File: src/hw/rtl/phpwm_pkg.sv
// Package for the proximity haptic PWM block: item kinds, register
// indexes and configuration reset values.
// Depends on nothing; imported by proximity_haptic_pwm.
package phpwm_pkg;

  typedef enum logic [1:0] {
    FUNC_WRITE_RANGE = 2'd0,
    FUNC_CLOSE_CHECK = 2'd1,
    FUNC_PWM_TICK    = 2'd2,
    FUNC_PULSE_TICK  = 2'd3
  } func_t;

  localparam logic [1:0] REG_NEAR_LIMIT    = 2'd0;
  localparam logic [1:0] REG_MAX_VALUE     = 2'd1;
  localparam logic [1:0] REG_PULSE_PERIOD  = 2'd2;

  localparam logic [15:0] NEAR_LIMIT_RST   = 16'd1000;
  localparam logic [15:0] MAX_VALUE_RST    = 16'd2000;
  localparam logic [7:0]  PULSE_PERIOD_RST = 8'd1;

  localparam int OUT_CELLS = 6;

endpackage

File: src/hw/rtl/proximity_haptic_pwm.sv
// Proximity haptic PWM: per-cell range store, near detection, PWM off/on
// counters and pulse gating, with an APB register port.
// Depends on phpwm_pkg.
//
//   channel   | dir | handshake              | payload
//   ----------+-----+------------------------+----------------------------------
//   s_axis    | in  | s_tvalid / s_tready    | tuser: func; tdata: cell, range
//   m_axis    | out | m_tvalid / m_tready    | tdata: motor_enables, near_flags
//   apb       | in  | psel, penable, pready  | paddr, pwdata, prdata
//
// Each accepted item's word is registered onto m_tdata, or into the skid
// register while the output is held; one item per cycle is sustained while m_tready stays high.
// All cells update in parallel in a single pass from the per-cell state.
// A two-entry output stage (output register plus skid) lets one further
// item in while a word waits; s_tready drops only when both are full.
// rst is synchronous and clears all cell state; motors are off after reset.
module proximity_haptic_pwm
  import phpwm_pkg::*;
#(
  parameter int CELLS      = 6,
  parameter int RANGE_BITS = 16
) (
  input  logic        clk,
  input  logic        rst,
  input  logic        s_tvalid,
  output logic        s_tready,
  input  logic [23:0] s_tdata,   // [2:0] cell_index, [18:3] range_value, rest zero
  input  logic [1:0]  s_tuser,   // [1:0] func
  output logic        m_tvalid,
  input  logic        m_tready,
  output logic [15:0] m_tdata,   // [5:0] motor_enables, [11:6] near_flags, rest zero
  input  logic        psel,
  input  logic        penable,
  input  logic        pwrite,
  input  logic [3:0]  paddr,
  input  logic [31:0] pwdata,
  output logic [31:0] prdata,
  output logic        pready
);

  localparam int CMP_W = (RANGE_BITS > 16) ? RANGE_BITS : 16;

  logic [15:0] near_limit;
  logic [15:0] max_value;
  logic [7:0]  pulse_period;

  logic [RANGE_BITS-1:0] range_store [CELLS];
  logic [RANGE_BITS-1:0] off_count   [CELLS];
  logic [RANGE_BITS-1:0] on_count    [CELLS];
  logic [7:0]            pulse_count [CELLS];
  logic [CELLS-1:0]      motor_on;
  logic [CELLS-1:0]      near;
  logic [CELLS-1:0]      pulse_phase;

  logic [RANGE_BITS-1:0] range_store_next [CELLS];
  logic [RANGE_BITS-1:0] off_count_next   [CELLS];
  logic [RANGE_BITS-1:0] on_count_next    [CELLS];
  logic [7:0]            pulse_count_next [CELLS];
  logic [CELLS-1:0]      motor_on_next;
  logic [CELLS-1:0]      near_next;
  logic [CELLS-1:0]      pulse_phase_next;

  logic                  accept;
  func_t                 func;
  logic [2:0]            cell_index;
  logic [15:0]           range_value;
  logic [CMP_W-1:0]      range_ext;
  logic [RANGE_BITS-1:0] new_range;
  logic [CMP_W-1:0]      thr_ext;
  logic [CMP_W-1:0]      max_ext;
  logic [15:0]           result;

  logic                  skid_valid;
  logic [15:0]           skid_data;
  logic                  cfg_write;

  // ---------------------------------------------------------------- config

  assign pready    = 1'b1;
  assign cfg_write = psel && penable && pwrite && pready;

  always_ff @(posedge clk) begin
    if (rst) begin
      near_limit   <= NEAR_LIMIT_RST;
      max_value    <= MAX_VALUE_RST;
      pulse_period <= PULSE_PERIOD_RST;
    end else if (cfg_write) begin
      case (paddr[3:2])
        REG_NEAR_LIMIT:   near_limit   <= pwdata[15:0];
        REG_MAX_VALUE:    max_value    <= pwdata[15:0];
        REG_PULSE_PERIOD: pulse_period <= pwdata[7:0];
        default: ;
      endcase
    end
  end

  always_comb begin
    case (paddr[3:2])
      REG_NEAR_LIMIT:   prdata = {16'd0, near_limit};
      REG_MAX_VALUE:    prdata = {16'd0, max_value};
      REG_PULSE_PERIOD: prdata = {24'd0, pulse_period};
      default:          prdata = 32'd0;
    endcase
  end

  // ---------------------------------------------------------------- cells

  assign s_tready    = !skid_valid;
  assign accept      = s_tvalid && s_tready;
  assign func        = func_t'(s_tuser);
  assign cell_index  = s_tdata[2:0];
  assign range_value = s_tdata[18:3];
  assign range_ext   = CMP_W'(range_value);
  assign new_range   = range_ext[RANGE_BITS-1:0];
  assign thr_ext     = CMP_W'(near_limit);
  assign max_ext     = CMP_W'(max_value);

  always_comb begin
    logic [CMP_W-1:0]      v_ext;
    logic [CMP_W-1:0]      diff;
    logic [RANGE_BITS-1:0] dec;
    logic [7:0]            pdec;
    for (int c = 0; c < CELLS; c++) begin
      range_store_next[c] = range_store[c];
      off_count_next[c]   = off_count[c];
      on_count_next[c]    = on_count[c];
      pulse_count_next[c] = pulse_count[c];
      motor_on_next[c]    = motor_on[c];
      near_next[c]        = near[c];
      pulse_phase_next[c] = pulse_phase[c];
      v_ext = CMP_W'(range_store[c]);
      diff  = max_ext - v_ext;
      dec   = '0;
      pdec  = pulse_count[c] - 8'd1;
      case (func)
        FUNC_WRITE_RANGE: begin
          if ({2'b00, cell_index} == 5'(c)) begin
            range_store_next[c] = new_range;
          end
        end
        FUNC_CLOSE_CHECK: begin
          if (v_ext < thr_ext) begin
            // Only a cell that has just become near is re-armed.
            if (!near[c]) begin
              near_next[c]        = 1'b1;
              pulse_phase_next[c] = 1'b1;
              pulse_count_next[c] = pulse_period;
            end
          end else begin
            near_next[c] = 1'b0;
          end
        end
        FUNC_PWM_TICK: begin
          if (!motor_on[c]) begin
            dec = (off_count[c] != '0) ? off_count[c] - RANGE_BITS'(1) : '0;
            if (dec == '0) begin
              off_count_next[c] = range_store[c];
              if ((!near[c] || pulse_phase[c]) && (v_ext < max_ext)) begin
                motor_on_next[c] = 1'b1;
              end
            end else begin
              off_count_next[c] = dec;
            end
          end else begin
            dec = (on_count[c] != '0) ? on_count[c] - RANGE_BITS'(1) : '0;
            if (dec == '0) begin
              on_count_next[c] = (max_ext > v_ext) ? diff[RANGE_BITS-1:0] : '0;
              motor_on_next[c] = 1'b0;
            end else begin
              on_count_next[c] = dec;
            end
          end
        end
        FUNC_PULSE_TICK: begin
          if (near[c]) begin
            if (pdec == 8'd0) begin
              pulse_phase_next[c] = !pulse_phase[c];
              pulse_count_next[c] = pulse_period;
            end else begin
              pulse_count_next[c] = pdec;
            end
          end
        end
        default: ;
      endcase
    end
  end

  always_ff @(posedge clk) begin
    if (rst) begin
      for (int c = 0; c < CELLS; c++) begin
        range_store[c] <= '0;
        off_count[c]   <= '0;
        on_count[c]    <= '0;
        pulse_count[c] <= '0;
      end
      motor_on    <= '0;
      near        <= '0;
      pulse_phase <= '0;
    end else if (accept) begin
      for (int c = 0; c < CELLS; c++) begin
        range_store[c] <= range_store_next[c];
        off_count[c]   <= off_count_next[c];
        on_count[c]    <= on_count_next[c];
        pulse_count[c] <= pulse_count_next[c];
      end
      motor_on    <= motor_on_next;
      near        <= near_next;
      pulse_phase <= pulse_phase_next;
    end
  end

  // Only cells 0 to 5 are reported; missing cells read as zero.
  always_comb begin
    result = '0;
    for (int i = 0; i < OUT_CELLS; i++) begin
      if (i < CELLS) begin
        result[i]             = motor_on_next[i];
        result[OUT_CELLS + i] = near_next[i];
      end
    end
  end

  // ---------------------------------------------------------------- output

  always_ff @(posedge clk) begin
    if (rst) begin
      m_tvalid   <= 1'b0;
      skid_valid <= 1'b0;
    end else if (!m_tvalid || m_tready) begin
      if (skid_valid) begin
        m_tvalid   <= 1'b1;
        skid_valid <= 1'b0;
      end else begin
        m_tvalid <= accept;
      end
    end else if (accept) begin
      skid_valid <= 1'b1;
    end
  end

  always_ff @(posedge clk) begin
    if (!m_tvalid || m_tready) begin
      if (skid_valid) begin
        m_tdata <= skid_data;
      end else if (accept) begin
        m_tdata <= result;
      end
    end else if (accept) begin
      skid_data <= result;
    end
  end

`ifndef SYNTHESIS
  a_skid_behind_output: assert property (@(posedge clk) disable iff (rst)
    skid_valid |-> m_tvalid)
    else $error("skid word held without an output word");

  a_accept_gives_word: assert property (@(posedge clk) disable iff (rst)
    accept |=> m_tvalid)
    else $error("accepted word did not reach the output");

  a_drain_empties: assert property (@(posedge clk) disable iff (rst)
    (m_tvalid && m_tready && !skid_valid && !accept) |=> !m_tvalid)
    else $error("output word repeated after it was taken");

  a_zero_threshold_clears_near: assert property (@(posedge clk) disable iff (rst)
    (accept && (func == FUNC_CLOSE_CHECK) && (near_limit == 16'd0))
      |=> (near == '0))
    else $error("cell left near with a zero threshold");
`endif

endmodule
File: config.mk
export PLATFORM = sky130hd
export DESIGN_NAME = proximity_haptic_pwm
export DESIGN_NICKNAME = d
export VERILOG_FILES = /design/src/hw/rtl/phpwm_pkg.sv /design/src/hw/rtl/proximity_haptic_pwm.sv
export SDC_FILE = /design/constraint.sdc
export NUM_CORES = 1
export LEC_CHECK = 0
export BUFFER_PORTS_ARGS = -buffer_cell sky130_fd_sc_hd__buf_2
export CORE_AREA = 10 10 253 255
export DETAILED_ROUTE_END_ITERATION = 8
export DIE_AREA = 0 0 263 265
export GPL_TIMING_DRIVEN = 0
export PLACE_DENSITY = 0.67
export SYNTH_ARGS = -nofsm -noshare
export SYNTH_HDL_FRONTEND = slang
export SYNTH_SLANG_ARGS = --single-unit
File: constraint.sdc
create_clock -name clk -period 4.87 [get_ports clk]
set_input_delay 0.2435 -clock clk [delete_from_list [all_inputs] [get_ports clk]]
set_output_delay 0.2435 -clock clk [all_outputs]
set_load 0.03 [all_outputs]
==> results.py <==
metrics = {
    "floorplanning": {
        "io_pins": 120,
        "num_rows": 89,
        "die_x_um": 263,
        "dieHeight_um": 265,
        "die_area_mm2": 0.0697,
        "initial_core_util_pct": 50.5,
        "core-area_mm2": 0.0588,
    },
    "grt": {
        "grt_start_max_net_pins": 17,
        "grt_pass1_vias": 25100,
        "overflow": 0,
        "grt_first_pass_wirelength_um": 149000,
        "track_usage_pct": 27.3,
        "antenna_found_initial": 5,
    },
    "pwr": {
        "combinationalPowerShare_pct": 17.1,
        "p_sw_w": 0.00294,
        "swShare_pct": 29.7,
        "leakage_nw": 12.9,
        "pwr-share-clk_pct": 38.3,
        "p_total_w": 0.00989,
        "p_int_w": 0.00695,
        "p_per_area_mw_per_mm2": 299,
        "seqPwrFrac_pct": 44.6,
        "vdd_drop_max_mv": 0.281,
    },
    "worst_setup_path": {
        "path_class": "reg2reg",
        "r2r-end": "on_count[1][9]$_SDFFCE_PN0P_",
        "arrival_ns": 4.65,
        "crit_path_start_kind": "flip-flop",
        "endpoint_kind": "flip-flop",
        "rr_worst_depth": 15,
        "worstPathRequired_ns": 5.19,
        "r2r-start": "max_ext[0]$_SDFFE_PP0P_",
        "startpoint": "max_ext[0]$_SDFFE_PP0P_",
        "critPathCapture": "on_count[1][9]$_SDFFCE_PN0P_",
        "rrSetupSlack_ns": 0.54,
        "crit_fanout": 10,
    },
    "synthesis": {
        "synth_top_area_share_pct": 36.4,
        "ys_types": 97,
        "synth.most_common_cell": "nor2_1",
        "syn_area_mm2": 0.0297,
        "synth_edf_count": 360,
        "ys_warn_count": 0,
        "synth_async_sr_flop_share_pct": 0,
        "syn_area_per_cell_um2": 9.13,
        "synth_area_leader_cell": "edfxtp_1",
        "ys.flop_type": "edfxtp_1",
        "ys_seq_area_share_pct": 40.4,
        "synth-seq-cells": 420,
        "syn_inst": 3254,
        "synth_commonest_cells": "nor2_1, edfxtp_1, a21oi_1",
        "synth_area_leaders": "edfxtp_1, ha_1, nor2_1, a21oi_1, dfxtp_1",
    },
    "sta": {
        "worstMarginPinSlew_ns": 1.45,
        "hold_viol": 0,
        "slew_violations": 0,
        "min_period_ns": 4.33,
        "setup_viol": 0,
        "rsz0062_at_grt": "false",
        "fin_ws_ns": 0.544,
        "maxSlewHeadroom_pct": 3.00,
        "fmax_ghz": 0.231,
        "period_share_pct": 88.8,
        "fin_setup_tns_ns": 0,
        "fin_skew_ns": 0.0403,
    },
    "min_path": {
        "hp-class": "in2reg",
        "hold_depth": 3,
    },
    "placement": {
        "gp_congestion": 1.02,
        "dp_slack_ns": 0.664,
        "hpwl_um": 73800,
        "port_buffers": 72,
    },
    "layout": {
        "nNetsFinal": 3715,
        "drive_gt1_share_pct": 7.75,
        "synthToLayoutAreaGrowth_pct": 11.5,
    },
    "cts": {
        "clk_pin_slew_worst_paths_ns": 0.06,
        "worstSkewPairLatency_ns": 0.63,
        "htree_num_levels": 2,
        "cts.sinks": 420,
        "clockBufferDepth": 3,
        "cts-resized-gates": 0,
        "post_cts_buffers": 0,
        "cts_hold_buf": 33,
        "root_buffer": "clkbuf_16",
        "cts_tree": "done",
        "cts_buffers": 49,
    },
    "detailed_routing": {
        "routed_wl_um": 99700,
        "first_pass_iters": 7,
        "vias": 26500,
        "drt_iter0_drc": 2416,
        "final_antenna_net_count": 0,
        "viasPerCell": 6.24,
        "detail_route.wl_per_cell_um": 23.5,
        "drc": 0,
    },
    "status": {
        "status": "finished clean",
    },
    "flow_run": {
        "cap_violations": 0,
    },
}
-- sequential cells by signal, summed over array words and instances, names as in the netlist --
name,flops
off_count,96
on_count,96
range_store,96
pulse_count,48
max_ext,16
near_limit,16
m_tdata,12
skid_data,12
pulse_period,8
motor_on,6
near,6
pulse_phase,6
m_tvalid,1
skid_valid,1
-- cell families after synthesis --
| group | Yosys count | share of synthesized area [%] |
|---|---|---|
| simple gates | 1267 | 21.2 |
| compound gates | 751 | 16.1 |
| flops | 420 | 40.4 |
| buf+inv | 324 | 4.55 |
| xor+xnor | 217 | 6.40 |
| fa+ha+maj | 216 | 9.25 |
| mux | 57 | 1.98 |
| other cells | 2 | 0.0253 |
-- cells in the final DEF, fill, tap and decap left out, types with 13 or more instances in the layout --
master and instances:
xnor2_1 131, nor4b_1 14, a22oi_1 52, buf_4 26, a21oi_1 266, and2_1 42
o31ai_1 16, o21bai_1 13, nor3_1 112, mux2i_1 42, clkbuf_1 97, nor2_1 446
nand2b_1 38, nor3b_1 20, clkbuf_16 49, edfxtp_1 360, dlygate4sd3_1 33, a31oi_1 29
nand3b_1 21, o22ai_1 34, nand2_1 264, nand3_1 59, xor2_1 86, o21a_1 16
nand4_1 48, nor2b_1 39, nor4_1 48, o21ai_0 105, or4_1 16, buf_2 84
mux2_2 14, conb_1 21, o211ai_1 18, ha_1 210, inv_1 181, a21o_1 82
and3_1 16, dfxtp_1 59, or3_1 25
-- final cells by class --
class / count / area [um^2]
inverter: 181 / 679
tap: 773 / 967
fill: 5240 / 25700
buffer: 143 / 672
antenna: 3 / 7.51
sequential: 420 / 12000
clock buffer: 60 / 1300
multi-input combinational: 2529 / 16400
clock inverter: 31 / 330
timing repair buffer: 106 / 706
-- metrics by stage --
stage	util [%]	instances	area [um^2]	hold WS (ns)
after global routing	56.3	4243	33100	0.0333
after detailed placement	53.0	4119	31100	0.464
final	56.3	4246	33100	0.0352
after CTS	56.3	4243	33100	0.0122
after global placement	52.9	4118	31100	0.439
after floorplan	-	3273	29800	0.361
-- critical path, cell delays in order (launching register included) --
cell      delay, ns
dfxtp_1        0.32
inv_1          0.69
ha_1           0.31
inv_1          0.06
fa_1           0.40
a21o_1         0.23
a221oi_1       0.27
o21ai_0        0.21
a311oi_1       0.47
o21a_1         0.21
a21oi_1        0.09
and2_1         0.19
buf_2          0.16
buf_2          0.19
a21oi_1        0.17
nor2_1         0.06
-- layer usage --
metal  vias up  share of wire, %  track usage, %  wire length, um
met4         6               5.1            14.2             5090
met2      1239                46            44.1            45700
met5         -             0.040               0               40
met3       274               9.1            4.74             9110
met1     12800                40            34.8            39700
li1      12200                 -               -                -
-- worst min-delay path by stage --
stage / start / end / slack, ns
after CTS: m_tready / skid_valid$_SDFFE_PP0P_ / 0.01
after floorplan: pwdata[3] / near_limit[3]$_SDFFE_PP1P_ / 0.36
after global placement: pulse_phase[3]$_SDFFE_PP0P_ / pulse_phase[3]$_SDFFE_PP0P_ / 0.44
after global routing: m_tready / skid_valid$_SDFFE_PP0P_ / 0.03
final: m_tready / skid_valid$_SDFFE_PP0P_ / 0.04
after detailed placement: pulse_phase[3]$_SDFFE_PP0P_ / pulse_phase[3]$_SDFFE_PP0P_ / 0.46
-- power by group through the flow --
| stage | combinational [W] | sequential [W] | clock [W] |
|---|---|---|---|
| 2_1_floorplan | 0.00119 | 0.00438 | 0 |
| 3_3_place_gp | 0.00159 | 0.00447 | 0 |
| 3_5_place_dp | 0.00163 | 0.00447 | 0 |
| 4_1_cts | 0.00166 | 0.00440 | 0.00382 |
| 5_1_grt | 0.00185 | 0.00443 | 0.00394 |
| 6_report | 0.00169 | 0.00442 | 0.00378 |
Note: power is estimated with default switching activity, not from simulation.
